==> config.mk <==
export PLATFORM = sky130hd
export DESIGN_NAME = altitude_velocity_estimator_flat
export DESIGN_NICKNAME = d
export VERILOG_FILES = /design/src/rtl/core/ave_pkg.sv /design/src/rtl/core/ave_if.sv /design/src/rtl/core/ave_dpath.sv /design/src/rtl/core/ave_ctrl.sv /design/src/rtl/core/altitude_velocity_estimator.sv /design/src/flat_wrapper.sv
export SDC_FILE = /design/constraint.sdc
export NUM_CORES = 2
export LEC_CHECK = 0
export ABC_AREA = 1
export BUFFER_PORTS_ARGS = -buffer_cell sky130_fd_sc_hd__buf_2
export CAP_MARGIN = 20
export CORE_MARGIN = 5
export CORE_UTILIZATION = 55
export DETAILED_ROUTE_END_ITERATION = 6
export GPL_TIMING_DRIVEN = 0
export PLACE_DENSITY_LB_ADDON = 0.08
export SKIP_LAST_GASP = 1
export SLEW_MARGIN = 20
export SYNTH_ARGS = -nofsm -noshare
export SYNTH_HDL_FRONTEND = slang
export SYNTH_SLANG_ARGS = --single-unit
==> constraint.sdc <==
create_clock -name clk -period 9.8 [get_ports clk]
set_input_delay 1.96 -clock clk [delete_from_list [all_inputs] [get_ports clk]]
set_output_delay 1.96 -clock clk [all_outputs]
set_load 0.02 [all_outputs]
==> src/rtl/core/ave_pkg.sv <==
// ----------------------------------------------------------------------------
// ave_pkg: shared definitions for the altitude and vertical speed estimator
// Field widths, limits, register indexes, datapath operations and the
// command and status bundles between controller and datapath.
// ----------------------------------------------------------------------------
package ave_pkg;

  // payload widths
  localparam int ALT_W   = 27;
  localparam int TIME_W  = 32;
  localparam int SPD_W   = 21;
  localparam int CFG_IDX_W = 4;
  localparam int CFG_DAT_W = 20;

  // arithmetic widths
  localparam int SUM_W   = 36;
  localparam int MUL_A_W = 28;
  localparam int MUL_B_W = 20;
  localparam int PROD_W  = MUL_A_W + MUL_B_W + 1;
  localparam int DIV_W   = 48;
  localparam int DIV_CNT_W = 6;

  // limits and scales
  localparam logic [16:0] GAIN_ONE    = 17'd65536;
  localparam logic [19:0] US_PER_S    = 20'd1000000;
  localparam int          ALT_LIMIT   = 40500000;
  localparam int          SPEED_LIMIT = 1000000;

  // register indexes
  localparam logic [CFG_IDX_W-1:0] REG_ALT_GAIN    = 4'd0;
  localparam logic [CFG_IDX_W-1:0] REG_SPEED_GAIN  = 4'd1;
  localparam logic [CFG_IDX_W-1:0] REG_MIN_DT      = 4'd2;
  localparam logic [CFG_IDX_W-1:0] REG_STABLE      = 4'd3;
  localparam logic [CFG_IDX_W-1:0] REG_MIN_SAMPLES = 4'd4;
  localparam logic [CFG_IDX_W-1:0] REG_MAX_SAMPLES = 4'd5;

  // register reset values
  localparam logic [16:0] RST_ALT_GAIN    = 17'd32768;
  localparam logic [16:0] RST_SPEED_GAIN  = 17'd26214;
  localparam logic [19:0] RST_MIN_DT      = 20'd5000;
  localparam logic [16:0] RST_STABLE      = 17'd50;
  localparam logic [7:0]  RST_MIN_SAMPLES = 8'd50;
  localparam logic [7:0]  RST_MAX_SAMPLES = 8'd200;

  // datapath operations
  localparam int OP_W = 4;
  localparam logic [OP_W-1:0] OP_NONE  = 4'd0;
  localparam logic [OP_W-1:0] OP_LOAD  = 4'd1;
  localparam logic [OP_W-1:0] OP_CAL   = 4'd2;
  localparam logic [OP_W-1:0] OP_CDIVS = 4'd3;
  localparam logic [OP_W-1:0] OP_DIV   = 4'd4;
  localparam logic [OP_W-1:0] OP_GRND  = 4'd5;
  localparam logic [OP_W-1:0] OP_REL   = 4'd6;
  localparam logic [OP_W-1:0] OP_MUL1A = 4'd7;
  localparam logic [OP_W-1:0] OP_MUL2A = 4'd8;
  localparam logic [OP_W-1:0] OP_ADD   = 4'd9;
  localparam logic [OP_W-1:0] OP_RNDA  = 4'd10;
  localparam logic [OP_W-1:0] OP_DIFF  = 4'd11;
  localparam logic [OP_W-1:0] OP_MULV  = 4'd12;
  localparam logic [OP_W-1:0] OP_SDIVS = 4'd13;
  localparam logic [OP_W-1:0] OP_RAW   = 4'd14;
  localparam logic [OP_W-1:0] OP_MUL1S = 4'd15;

  typedef struct packed {
    logic [OP_W-1:0] op;
    logic            mul2s;     // second speed filter product
    logic            rnds;      // round into speed filter
    logic            out_load;  // move result into output register
  } ave_cmd_t;

  typedef struct packed {
    logic tracking;
    logic first_track;
    logic cal_end;
    logic dt_ok;
    logic div_last;
    logic out_free;
  } ave_stat_t;

endpackage

==> src/rtl/core/ave_if.sv <==
// ----------------------------------------------------------------------------
// ave_if: stream channels of the altitude and vertical speed estimator
// Sample input, result output and register write channels.
// ----------------------------------------------------------------------------
interface ave_in_if
  import ave_pkg::*;
();
  logic                     valid;
  logic                     ready;
  logic signed [ALT_W-1:0]  altitude_mm;
  logic [TIME_W-1:0]        time_us;
  modport source (output valid, output altitude_mm, output time_us, input ready);
  modport sink   (input valid, input altitude_mm, input time_us, output ready);
endinterface

interface ave_out_if
  import ave_pkg::*;
();
  logic                     valid;
  logic                     ready;
  logic                     tracking;
  logic                     calibration_done;
  logic signed [ALT_W-1:0]  ground_mm;
  logic signed [ALT_W-1:0]  relative_mm;
  logic signed [ALT_W-1:0]  smoothed_mm;
  logic signed [SPD_W-1:0]  speed_mm_s;
  modport source (output valid, output tracking, output calibration_done,
                  output ground_mm, output relative_mm, output smoothed_mm,
                  output speed_mm_s, input ready);
  modport sink   (input valid, input tracking, input calibration_done,
                  input ground_mm, input relative_mm, input smoothed_mm,
                  input speed_mm_s, output ready);
endinterface

interface ave_cfg_if
  import ave_pkg::*;
();
  logic                  valid;
  logic                  ready;
  logic [CFG_IDX_W-1:0]  index;
  logic [CFG_DAT_W-1:0]  data;
  modport source (output valid, output index, output data, input ready);
  modport sink   (input valid, input index, input data, output ready);
endinterface

==> src/rtl/core/ave_dpath.sv <==
// ----------------------------------------------------------------------------
// ave_dpath: estimator datapath
// Registers, calibration accumulator, shared multiplier, shared restoring
// divider, filters and the output register, driven by controller operations.
// ----------------------------------------------------------------------------
module ave_dpath
  import ave_pkg::*;
(
  input  logic                     clk,
  input  logic                     rst_n,
  input  ave_cmd_t                 cmd,
  output ave_stat_t                stat,
  input  logic signed [ALT_W-1:0]  in_alt,
  input  logic [TIME_W-1:0]        in_time,
  input  logic                     cfg_we,
  input  logic [CFG_IDX_W-1:0]     cfg_idx,
  input  logic [CFG_DAT_W-1:0]     cfg_dat,
  input  logic                     out_ready,
  output logic                     out_valid,
  output logic                     out_tracking,
  output logic                     out_done,
  output logic signed [ALT_W-1:0]  out_ground,
  output logic signed [ALT_W-1:0]  out_rel,
  output logic signed [ALT_W-1:0]  out_smooth,
  output logic signed [SPD_W-1:0]  out_speed
);

  // configuration
  logic [16:0] ag_r, sg_r, stable_r;
  logic [19:0] min_dt_r;
  logic [7:0]  min_s_r, max_s_r;

  // control state
  logic phase_r, first_r, done_r, trk_r, out_valid_r, neg_r;
  logic [DIV_CNT_W-1:0] div_cnt_r;
  logic [7:0] count_r;

  // payload state
  logic signed [ALT_W-1:0]   alt_r, prev_r, ground_r, rel_r, filt_r, lsa_r;
  logic signed [SPD_W-1:0]   fspd_r, vraw_r;
  logic [TIME_W-1:0]         time_r, last_time_r, dt_r;
  logic signed [SUM_W-1:0]   sum_r;
  logic signed [MUL_A_W-1:0] diff_r;
  logic signed [PROD_W-1:0]  prod_r, acc_r;
  logic [DIV_W-1:0]          num_r;
  logic [TIME_W-1:0]         den_r, rem_r;

  logic                      o_trk_r, o_done_r;
  logic signed [ALT_W-1:0]   o_gnd_r, o_rel_r, o_smo_r;
  logic signed [SPD_W-1:0]   o_spd_r;

  function automatic logic signed [ALT_W-1:0] clamp_alt(input logic signed [33:0] v);
    if (v > 34'sd40500000) clamp_alt = 27'sd40500000;
    else if (v < -34'sd40500000) clamp_alt = -27'sd40500000;
    else clamp_alt = v[ALT_W-1:0];
  endfunction

  function automatic logic signed [SPD_W-1:0] clamp_spd(input logic signed [33:0] v);
    if (v > 34'sd1000000) clamp_spd = 21'sd1000000;
    else if (v < -34'sd1000000) clamp_spd = -21'sd1000000;
    else clamp_spd = v[SPD_W-1:0];
  endfunction

  // saturated gains
  logic [16:0] ga, gs;
  assign ga = (ag_r > GAIN_ONE) ? GAIN_ONE : ag_r;
  assign gs = (sg_r > GAIN_ONE) ? GAIN_ONE : sg_r;

  // calibration step
  logic [7:0]               cnt_inc;
  logic signed [ALT_W:0]    cdiff;
  logic [ALT_W:0]           cdiff_abs;
  logic                     end_stable, cal_end;
  assign cnt_inc    = count_r + 8'd1;
  assign cdiff      = {alt_r[ALT_W-1], alt_r} - {prev_r[ALT_W-1], prev_r};
  assign cdiff_abs  = cdiff[ALT_W] ? (~cdiff + 1'b1) : cdiff;
  assign end_stable = (cnt_inc >= min_s_r) && (cdiff_abs < {11'd0, stable_r});
  assign cal_end    = end_stable || (cnt_inc >= max_s_r);

  // relative altitude and elapsed time
  logic signed [ALT_W:0] rel_raw;
  assign rel_raw = {alt_r[ALT_W-1], alt_r} - {ground_r[ALT_W-1], ground_r};

  // shared multiplier operand select
  logic signed [MUL_A_W-1:0] mul_a;
  logic [MUL_B_W-1:0]        mul_b;
  logic signed [PROD_W-1:0]  mul_p;
  always_comb begin
    mul_a = '0;
    mul_b = '0;
    if (cmd.mul2s) begin
      mul_a = MUL_A_W'(fspd_r);
      mul_b = MUL_B_W'(GAIN_ONE - gs);
    end else begin
      case (cmd.op)
        OP_MUL1A: begin mul_a = MUL_A_W'(rel_r);  mul_b = MUL_B_W'(ga); end
        OP_MUL2A: begin mul_a = MUL_A_W'(filt_r); mul_b = MUL_B_W'(GAIN_ONE - ga); end
        OP_MULV:  begin mul_a = diff_r;           mul_b = US_PER_S; end
        OP_MUL1S: begin mul_a = MUL_A_W'(vraw_r); mul_b = MUL_B_W'(gs); end
        default:  begin mul_a = '0;               mul_b = '0; end
      endcase
    end
  end
  assign mul_p = mul_a * $signed({1'b0, mul_b});

  // q16 rounding, ties away from zero
  logic signed [PROD_W-1:0] rnd_sum;
  logic signed [33:0]       rnd_q;
  assign rnd_sum = acc_r + (acc_r[PROD_W-1] ? PROD_W'(32767) : PROD_W'(32768));
  assign rnd_q   = 34'($signed(rnd_sum[PROD_W-1:16]));

  // divider step
  logic [TIME_W:0] div_sh;
  logic            div_ge;
  assign div_sh = {rem_r, num_r[DIV_W-1]};
  assign div_ge = div_sh >= {1'b0, den_r};

  // magnitudes for divider start
  logic [SUM_W-1:0]  sum_abs;
  logic [PROD_W-1:0] prod_abs;
  assign sum_abs  = sum_r[SUM_W-1] ? (~sum_r + 1'b1) : sum_r;
  assign prod_abs = prod_r[PROD_W-1] ? (~prod_r + 1'b1) : prod_r;

  // raw speed from quotient
  logic [19:0] vmag;
  assign vmag = (num_r > DIV_W'(SPEED_LIMIT)) ? US_PER_S : num_r[19:0];

  // configuration registers
  always_ff @(posedge clk) begin
    if (!rst_n) begin
      ag_r     <= RST_ALT_GAIN;
      sg_r     <= RST_SPEED_GAIN;
      min_dt_r <= RST_MIN_DT;
      stable_r <= RST_STABLE;
      min_s_r  <= RST_MIN_SAMPLES;
      max_s_r  <= RST_MAX_SAMPLES;
    end else if (cfg_we) begin
      case (cfg_idx)
        REG_ALT_GAIN:    ag_r     <= cfg_dat[16:0];
        REG_SPEED_GAIN:  sg_r     <= cfg_dat[16:0];
        REG_MIN_DT:      min_dt_r <= cfg_dat;
        REG_STABLE:      stable_r <= cfg_dat[16:0];
        REG_MIN_SAMPLES: min_s_r  <= cfg_dat[7:0];
        REG_MAX_SAMPLES: max_s_r  <= cfg_dat[7:0];
        default: ;
      endcase
    end
  end

  // estimator state and working registers
  always_ff @(posedge clk) begin
    if (!rst_n) begin
      phase_r     <= 1'b0;
      first_r     <= 1'b1;
      done_r      <= 1'b0;
      trk_r       <= 1'b0;
      neg_r       <= 1'b0;
      count_r     <= '0;
      div_cnt_r   <= '0;
      sum_r       <= '0;
      prev_r      <= '0;
      ground_r    <= '0;
      filt_r      <= '0;
      fspd_r      <= '0;
      last_time_r <= '0;
      lsa_r       <= '0;
    end else begin
      // second speed filter product shares the product pipe
      if (cmd.mul2s) begin
        acc_r  <= prod_r;
        prod_r <= mul_p;
      end
      if (cmd.rnds) begin
        fspd_r <= clamp_spd(rnd_q);
        lsa_r  <= filt_r;
      end
      case (cmd.op)
        OP_LOAD: begin
          alt_r  <= in_alt;
          time_r <= in_time;
          trk_r  <= phase_r;
          done_r <= 1'b0;
        end
        OP_CAL: begin
          sum_r   <= sum_r + SUM_W'(alt_r);
          count_r <= cnt_inc;
          if (!end_stable) prev_r <= alt_r;
        end
        OP_CDIVS: begin
          num_r     <= DIV_W'(sum_abs) + DIV_W'(count_r >> 1);
          den_r     <= TIME_W'(count_r);
          rem_r     <= '0;
          neg_r     <= sum_r[SUM_W-1];
          div_cnt_r <= DIV_CNT_W'(DIV_W);
        end
        OP_DIV: begin
          rem_r     <= div_ge ? TIME_W'(div_sh - {1'b0, den_r}) : div_sh[TIME_W-1:0];
          num_r     <= {num_r[DIV_W-2:0], div_ge};
          div_cnt_r <= div_cnt_r - 1'b1;
        end
        OP_GRND: begin
          ground_r <= neg_r ? -$signed(num_r[ALT_W-1:0]) : $signed(num_r[ALT_W-1:0]);
          phase_r  <= 1'b1;
          done_r   <= 1'b1;
        end
        OP_REL: begin
          rel_r       <= clamp_alt(34'(rel_raw));
          dt_r        <= time_r - last_time_r;
          last_time_r <= time_r;
          if (first_r) begin
            filt_r  <= clamp_alt(34'(rel_raw));
            lsa_r   <= clamp_alt(34'(rel_raw));
            fspd_r  <= '0;
            first_r <= 1'b0;
          end
        end
        OP_MUL1A, OP_MULV, OP_MUL1S: prod_r <= mul_p;
        OP_MUL2A: begin
          acc_r  <= prod_r;
          prod_r <= mul_p;
        end
        OP_ADD:  acc_r  <= acc_r + prod_r;
        OP_RNDA: filt_r <= clamp_alt(rnd_q);
        OP_DIFF: diff_r <= MUL_A_W'(filt_r) - MUL_A_W'(lsa_r);
        OP_SDIVS: begin
          num_r     <= prod_abs[DIV_W-1:0] + DIV_W'(dt_r >> 1);
          den_r     <= dt_r;
          rem_r     <= '0;
          neg_r     <= prod_r[PROD_W-1];
          div_cnt_r <= DIV_CNT_W'(DIV_W);
        end
        OP_RAW: vraw_r <= neg_r ? -$signed({1'b0, vmag}) : $signed({1'b0, vmag});
        default: ;
      endcase
    end
  end

  // output register
  always_ff @(posedge clk) begin
    if (!rst_n) begin
      out_valid_r <= 1'b0;
    end else if (cmd.out_load) begin
      out_valid_r <= 1'b1;
    end else if (out_ready) begin
      out_valid_r <= 1'b0;
    end
  end

  always_ff @(posedge clk) begin
    if (cmd.out_load) begin
      o_trk_r  <= trk_r;
      o_done_r <= done_r;
      o_gnd_r  <= ground_r;
      o_rel_r  <= trk_r ? rel_r  : '0;
      o_smo_r  <= trk_r ? filt_r : '0;
      o_spd_r  <= trk_r ? fspd_r : '0;
    end
  end

  assign out_valid    = out_valid_r;
  assign out_tracking = o_trk_r;
  assign out_done     = o_done_r;
  assign out_ground   = o_gnd_r;
  assign out_rel      = o_rel_r;
  assign out_smooth   = o_smo_r;
  assign out_speed    = o_spd_r;

  // status to controller
  assign stat.tracking    = phase_r;
  assign stat.first_track = first_r;
  assign stat.cal_end     = cal_end;
  assign stat.dt_ok       = dt_r > TIME_W'(min_dt_r);
  assign stat.div_last    = div_cnt_r == DIV_CNT_W'(1);
  assign stat.out_free    = !out_valid_r || out_ready;

endmodule

==> src/rtl/core/ave_ctrl.sv <==
// ----------------------------------------------------------------------------
// ave_ctrl: estimator sequencer
// Walks each sample through calibration or tracking and issues at most one
// datapath operation per cycle, stalling at the end until the output is free.
// ----------------------------------------------------------------------------
module ave_ctrl
  import ave_pkg::*;
(
  input  logic      clk,
  input  logic      rst_n,
  input  logic      in_valid,
  output logic      in_ready,
  output ave_cmd_t  cmd,
  input  ave_stat_t stat
);

  localparam logic [4:0] S_IDLE  = 5'd0;
  localparam logic [4:0] S_SEL   = 5'd1;
  localparam logic [4:0] S_CAL   = 5'd2;
  localparam logic [4:0] S_CDIVS = 5'd3;
  localparam logic [4:0] S_CDIV  = 5'd4;
  localparam logic [4:0] S_GRND  = 5'd5;
  localparam logic [4:0] S_REL   = 5'd6;
  localparam logic [4:0] S_MUL1A = 5'd7;
  localparam logic [4:0] S_MUL2A = 5'd8;
  localparam logic [4:0] S_ADDA  = 5'd9;
  localparam logic [4:0] S_RNDA  = 5'd10;
  localparam logic [4:0] S_DIFF  = 5'd11;
  localparam logic [4:0] S_MULV  = 5'd12;
  localparam logic [4:0] S_SDIVS = 5'd13;
  localparam logic [4:0] S_SDIV  = 5'd14;
  localparam logic [4:0] S_RAW   = 5'd15;
  localparam logic [4:0] S_MUL1S = 5'd16;
  localparam logic [4:0] S_MUL2S = 5'd17;
  localparam logic [4:0] S_ADDS  = 5'd18;
  localparam logic [4:0] S_RNDS  = 5'd19;
  localparam logic [4:0] S_OUT   = 5'd20;

  logic [4:0] state_r, state_nxt;

  assign in_ready = (state_r == S_IDLE);

  // next state and operation
  always_comb begin
    state_nxt    = state_r;
    cmd.op       = OP_NONE;
    cmd.mul2s    = 1'b0;
    cmd.rnds     = 1'b0;
    cmd.out_load = 1'b0;
    case (state_r)
      S_IDLE: begin
        if (in_valid) begin
          cmd.op    = OP_LOAD;
          state_nxt = S_SEL;
        end
      end
      S_SEL:   state_nxt = stat.tracking ? S_REL : S_CAL;
      S_CAL: begin
        cmd.op    = OP_CAL;
        state_nxt = stat.cal_end ? S_CDIVS : S_OUT;
      end
      S_CDIVS: begin cmd.op = OP_CDIVS; state_nxt = S_CDIV; end
      S_CDIV: begin
        cmd.op = OP_DIV;
        if (stat.div_last) state_nxt = S_GRND;
      end
      S_GRND:  begin cmd.op = OP_GRND; state_nxt = S_OUT; end
      S_REL: begin
        cmd.op    = OP_REL;
        state_nxt = stat.first_track ? S_OUT : S_MUL1A;
      end
      S_MUL1A: begin cmd.op = OP_MUL1A; state_nxt = S_MUL2A; end
      S_MUL2A: begin cmd.op = OP_MUL2A; state_nxt = S_ADDA; end
      S_ADDA:  begin cmd.op = OP_ADD;   state_nxt = S_RNDA; end
      S_RNDA: begin
        cmd.op    = OP_RNDA;
        state_nxt = stat.dt_ok ? S_DIFF : S_OUT;
      end
      S_DIFF:  begin cmd.op = OP_DIFF;  state_nxt = S_MULV; end
      S_MULV:  begin cmd.op = OP_MULV;  state_nxt = S_SDIVS; end
      S_SDIVS: begin cmd.op = OP_SDIVS; state_nxt = S_SDIV; end
      S_SDIV: begin
        cmd.op = OP_DIV;
        if (stat.div_last) state_nxt = S_RAW;
      end
      S_RAW:   begin cmd.op = OP_RAW;   state_nxt = S_MUL1S; end
      S_MUL1S: begin cmd.op = OP_MUL1S; state_nxt = S_MUL2S; end
      S_MUL2S: begin cmd.mul2s = 1'b1;  state_nxt = S_ADDS; end
      S_ADDS:  begin cmd.op = OP_ADD;   state_nxt = S_RNDS; end
      S_RNDS:  begin cmd.rnds = 1'b1;   state_nxt = S_OUT; end
      S_OUT: begin
        if (stat.out_free) begin
          cmd.out_load = 1'b1;
          state_nxt    = S_IDLE;
        end
      end
      default: state_nxt = S_IDLE;
    endcase
  end

  // state register
  always_ff @(posedge clk) begin
    if (!rst_n) begin
      state_r <= S_IDLE;
    end else begin
      state_r <= state_nxt;
    end
  end

endmodule

==> src/rtl/core/altitude_velocity_estimator.sv <==
// ----------------------------------------------------------------------------
// altitude_velocity_estimator: ground-referenced altitude and vertical speed
// Calibrates a ground level from the first samples after reset, then tracks
// filtered relative altitude and filtered vertical speed per sample.
// ----------------------------------------------------------------------------
// usage
//   in_ch takes one beat per sample (altitude_mm, time_us); out_ch returns
//   exactly one result beat per sample, in order. cfg_ch writes one register
//   per beat (index, data) and is always ready; write only while idle.
// per-sample sequence, one sample at a time, ready to ready
//   calibration sample: load, select, accumulate, output; the sample that
//     ends calibration also runs the 48-step restoring divider for the mean
//   first tracked sample: load, select, relative altitude, output
//   tracked sample, interval not above min_dt_us: altitude filter only
//   tracked sample with speed update: altitude filter, then the same shared
//     divider forming mm/s plus two passes of the shared multiplier per filter
// reset
//   rst_n low clears calibration, filters and registers to their defaults
// stall
//   a finished result waits in the output register; the next sample is
//   taken and processed meanwhile, and holds at the end until out_ch frees
// ----------------------------------------------------------------------------
module altitude_velocity_estimator
  import ave_pkg::*;
(
  input  logic   clk,
  input  logic   rst_n,
  ave_in_if.sink     in_ch,
  ave_out_if.source  out_ch,
  ave_cfg_if.sink    cfg_ch
);

  ave_cmd_t  cmd;
  ave_stat_t stat;

  // registers accept every write beat
  assign cfg_ch.ready = 1'b1;

  ave_ctrl u_ctrl (
    .clk      (clk),
    .rst_n    (rst_n),
    .in_valid (in_ch.valid),
    .in_ready (in_ch.ready),
    .cmd      (cmd),
    .stat     (stat)
  );

  ave_dpath u_dpath (
    .clk          (clk),
    .rst_n        (rst_n),
    .cmd          (cmd),
    .stat         (stat),
    .in_alt       (in_ch.altitude_mm),
    .in_time      (in_ch.time_us),
    .cfg_we       (cfg_ch.valid),
    .cfg_idx      (cfg_ch.index),
    .cfg_dat      (cfg_ch.data),
    .out_ready    (out_ch.ready),
    .out_valid    (out_ch.valid),
    .out_tracking (out_ch.tracking),
    .out_done     (out_ch.calibration_done),
    .out_ground   (out_ch.ground_mm),
    .out_rel      (out_ch.relative_mm),
    .out_smooth   (out_ch.smoothed_mm),
    .out_speed    (out_ch.speed_mm_s)
  );

endmodule
==> src/flat_wrapper.sv <==
// flat-port wrapper written by rule: the top's interface ports become plain ports
module altitude_velocity_estimator_flat import ave_pkg::*;
  (clk, rst_n, in_ch_valid, in_ch_altitude_mm, in_ch_time_us, in_ch_ready, out_ch_valid, out_ch_tracking, out_ch_calibration_done, out_ch_ground_mm, out_ch_relative_mm, out_ch_smoothed_mm, out_ch_speed_mm_s, out_ch_ready, cfg_ch_valid, cfg_ch_index, cfg_ch_data, cfg_ch_ready);
  ave_in_if in_ch_i ();
  ave_out_if out_ch_i ();
  ave_cfg_if cfg_ch_i ();
  input  logic clk;
  input  logic rst_n;
  input wire logic [$bits(in_ch_i.valid)-1:0] in_ch_valid;
  input wire logic [$bits(in_ch_i.altitude_mm)-1:0] in_ch_altitude_mm;
  input wire logic [$bits(in_ch_i.time_us)-1:0] in_ch_time_us;
  output wire logic [$bits(in_ch_i.ready)-1:0] in_ch_ready;
  output wire logic [$bits(out_ch_i.valid)-1:0] out_ch_valid;
  output wire logic [$bits(out_ch_i.tracking)-1:0] out_ch_tracking;
  output wire logic [$bits(out_ch_i.calibration_done)-1:0] out_ch_calibration_done;
  output wire logic [$bits(out_ch_i.ground_mm)-1:0] out_ch_ground_mm;
  output wire logic [$bits(out_ch_i.relative_mm)-1:0] out_ch_relative_mm;
  output wire logic [$bits(out_ch_i.smoothed_mm)-1:0] out_ch_smoothed_mm;
  output wire logic [$bits(out_ch_i.speed_mm_s)-1:0] out_ch_speed_mm_s;
  input wire logic [$bits(out_ch_i.ready)-1:0] out_ch_ready;
  input wire logic [$bits(cfg_ch_i.valid)-1:0] cfg_ch_valid;
  input wire logic [$bits(cfg_ch_i.index)-1:0] cfg_ch_index;
  input wire logic [$bits(cfg_ch_i.data)-1:0] cfg_ch_data;
  output wire logic [$bits(cfg_ch_i.ready)-1:0] cfg_ch_ready;
  assign in_ch_i.valid = in_ch_valid;
  assign in_ch_i.altitude_mm = in_ch_altitude_mm;
  assign in_ch_i.time_us = in_ch_time_us;
  assign in_ch_ready = in_ch_i.ready;
  assign out_ch_valid = out_ch_i.valid;
  assign out_ch_tracking = out_ch_i.tracking;
  assign out_ch_calibration_done = out_ch_i.calibration_done;
  assign out_ch_ground_mm = out_ch_i.ground_mm;
  assign out_ch_relative_mm = out_ch_i.relative_mm;
  assign out_ch_smoothed_mm = out_ch_i.smoothed_mm;
  assign out_ch_speed_mm_s = out_ch_i.speed_mm_s;
  assign out_ch_i.ready = out_ch_ready;
  assign cfg_ch_i.valid = cfg_ch_valid;
  assign cfg_ch_i.index = cfg_ch_index;
  assign cfg_ch_i.data = cfg_ch_data;
  assign cfg_ch_ready = cfg_ch_i.ready;
  altitude_velocity_estimator u_core (.clk(clk), .rst_n(rst_n), .in_ch(in_ch_i), .out_ch(out_ch_i), .cfg_ch(cfg_ch_i));
endmodule
==> flow_summary.yaml <==
status:
  run_status: "complete, no violations"
cells_and_area:
  postLayoutCellArea_um2: 82000
  layout-drive-gt1-share_pct: 7.78
  count_of_placed_standard_cells_in_the_final_layout_fillers_left_out: 11889
  area_growth_syn_to_layout_pct: 10.8
  finalNetCount: 11162
routing:
  dr_total_vias: 68918
  postRouteWirelength_um: 273000
  routedWlPerCell_um: 23.0
  drc: 0
  drtAntennaViolNets: 0
  routed_via_density: 5.80
  first_pass_iters: 7
  detailedRoute.firstIterationViolations: 7283
sta:
  final_period_minus_worst_setup_slack_ps: 9720
  clock_skew_ps: 46.7
  hold_violations: 0
  finalWorstSetupSlack_ps: 75.5
  fin_crit_sh_pct: 99.2
  relSlewSlack_pct: 15.0
  maximum_clock_frequency_mhz: 103
  finalSetupTns_ps: 0
  slew_viol_final: 0
  report.final.setup_viol: 0
  rsz0062_at_grt: "true"
  worst_pin_slew_ps: 1270
placed_design:
  dpl_worst_slack_ps: -1670
  placed_area_um2: 77800
  gpl.final_weighted_congestion: 1.05
  numPortBuffers: 192
  dpl.cell_count: 11669
  detailed_place_hpwl_um: 227000
setup_path:
  timing_worst_setup_path_type: "reg -> reg"
  start_kind: "flip-flop"
  timing.critical_path.required_ps: 10200
  critical-path-max-stage-delay_ps: 550
  cp_max_fo: 10
  crit_top_cell: "fa_1"
  arrival_ps: 10120
  critPathCaptureType: "flip-flop"
  worst_path_max_delay_cell: "fa_1"
yosys:
  ys_seq_elements: 790
  syn-num-nets: 10813
  ys_dominant_reg_cell: "edfxtp_1"
  synth-edff-count: 481
  post_synth.cell_area_avg_um2: 7.65
  ys.warnings.count: 0
  async_flop_share_pct: 0
  synth.lib_cells_used.distinct: 80
  syn_inst: 9686
  synth-seq-area-share_pct: 27.9
  syn-cell-area_um2: 74100
global_routing:
  grt.overflow.total: 0
  grt_max_degree: 32
  grt_pass1_wl_um: 403000
  grt_usage_pct: 37.7
  vias_in_the_first_global_route: 65462
  antenna_found_initial: 19
cts:
  tritoncts: "done"
  clk_pin_slew_ps: 60
  cts.sink_count: 790
  worstSkewPairLatency_ps: 740
  cts-root-buf: "clkbuf_16"
  cts_max_path_buffers: 3
  number_of_clock_buffers_inserted_by_tritoncts: 93
  clock_tree.htree_level_count: 3
power_and_ir_drop:
  power-per-cell-area_nw_per_um2: 195
  ir_drop_worst_vdd_mv: 0.233
  leakage_nw: 38.9
  p_total_w: 0.0160
floorplan:
  fp.coreArea_um2: 134000
  floorplan.die_area_um2: 142000
  die_y_um: 377
  starting_density_pct: 55.4
  fp.dieW_um: 377
  io_pins: 195
  row_count: 134
run:
  cap_viol_max_count: 0
min_path:
  min_path_type: "reg -> reg"
routing by layer:
layer  track usage [%]  vias up  wire [µm]
li1                  -    31720          -
met5             0.505        -        215
met2              56.7     3494     116000
met1              51.7    33074     112000
met3              10.8      622      32000
met4              14.5        8      13200
placed cells by master, fill, tap and decap left out, drive strengths merged, types with 22 or more instances in the layout:
cell / count
nand2: 2005
inv: 1914
nor2: 928
a21oi: 700
o21ai: 619
fa: 571
edfxtp: 481
ha: 468
nand3: 358
buf: 324
dfxtp: 309
clkbuf: 297
xor2: 262
nand4: 129
nor3: 115
xnor2: 109
a31oi: 63
clkinv: 49
o211ai: 47
or2: 43
nor4: 41
o21a: 34
o221ai: 27
o21bai: 24
a221oi: 22
critical path, delay by kind of cell, from the launching register on:
| family | cells | cell delay (ps) |
|---|---|---|
| AOI/OAI and AO/OA | 7 | 1790 |
| xor gates and xnor gates | 1 | 190 |
| adders and majority gates | 8 | 3590 |
| buffers and inverters | 11 | 1620 |
| DFF | 1 | 290 |
| and+or+nand+nor | 11 | 1880 |
registers in the layout, summed over array words and instances, names as in the netlist, 28 cells and up:
register,cells
u_core.u_dpath.acc_r,49
u_core.u_dpath.den_r,32
u_core.u_dpath.diff_r,28
u_core.u_dpath.dt_r,32
u_core.u_dpath.last_time_r,32
u_core.u_dpath.num_r,48
u_core.u_dpath.prod_r,49
u_core.u_dpath.rem_r,32
u_core.u_dpath.sum_r,36
u_core.u_dpath.time_r,32
metrics by stage:
step	utilization, %	hold slack, ps
6_report	61.4	448
5_1_grt	61.4	463
4_1_cts	60.9	447
3_5_place_dp	58.3	426
3_3_place_gp	57.8	422
2_1_floorplan	-	408
cells in the mapped netlist (11+ instances only):
cell,instances,share of area (%)
a211oi_1,15,0.15
a21boi_0,16,0.16
a21o_1,19,0.19
a21oi_1,700,4.7
a221oi_1,21,0.25
a31oi_1,61,0.52
buf_2,35,0.24
buf_4,11,0.11
buf_6,11,0.17
clkbuf_1,185,0.94
clkinv_1,12,0.061
dfxtp_1,309,8.4
edfxtp_1,481,20
fa_1,571,15
ha_1,468,7.9
inv_1,1901,9.6
inv_2,13,0.066
nand2_1,1977,10
nand2_2,26,0.22
nand3_1,351,2.4
nand3b_1,14,0.14
nand4_1,128,1.1
nor2_1,892,4.5
nor2_2,31,0.26
nor3_1,100,0.68
nor3_2,14,0.19
nor4_1,41,0.35
o2111ai_1,12,0.14
o211ai_1,45,0.46
o21a_1,34,0.34
o21ai_0,560,3.8
o21ai_1,59,0.40
o21bai_1,23,0.23
o221ai_1,26,0.31
o31ai_1,16,0.16
or2_2,41,0.35
xnor2_1,109,1.3
xor2_1,255,3.0
final cells by class:
class | instances | area (µm²)
diodes | 7 | 17.5
plain buffers | 246 | 1230
clock buffers | 119 | 2640
clock inverters | 55 | 552
fillers | 12160 | 51600
inverters | 1927 | 7270
multi-input cells | 6721 | 45700
flip-flops and latches | 790 | 20600
well taps | 1768 | 2210
repair buffers | 256 | 1770
path summary, 6_finish.rpt:
path | startpoint | to | slack [ps] | cells past startpoint
max | u_core.u_ctrl.state_r[4] | u_core.u_dpath.prod_r[48] | 80 | 38
min | u_core.u_dpath.ground_r[16] | u_core.u_dpath.out_ground[16] | 450 | 0
max reg2reg | u_core.u_ctrl.state_r[4] | u_core.u_dpath.prod_r[48] | 80 | 38
min reg2reg | u_core.u_dpath.ground_r[16] | u_core.u_dpath.out_ground[16] | 450 | 0
power breakdown:
| part | internal, W | switching [W] | leakage (nW) |
|---|---|---|---|
| Sequential | 0.00406 | 0.000421 | 6.92 |
| Clock | 0.00204 | 0.00158 | 1.55 |
| Combinational | 0.00244 | 0.00547 | 30.4 |
| Total | 0.00855 | 0.00747 | 38.9 |
cell families after synthesis:
logic type               count (synthesis)  share of synthesized area, %
AO/OA/AOI/OAI                         1656                          12.5
XOR/XNOR                               371                          4.46
adder cells (fa/ha/maj)               1040                          23.4
buffers and inverters                 2176                          11.3
flip-flops                             790                          27.9
other                                    1                       0.00506
AND/OR/NAND/NOR                       3652                          20.6
timing repair:
action / 4_1_cts / 5_1_grt
hold buffers: 0 / 0
resized for setup: 74 / 162
pin swaps: 5 / 15
endpoints found under the setup margin: 34 / 22
setup buffers: 12 / 29
cloned: 0 / 1
No activity file was read; power rests on OpenSTA's default activity.
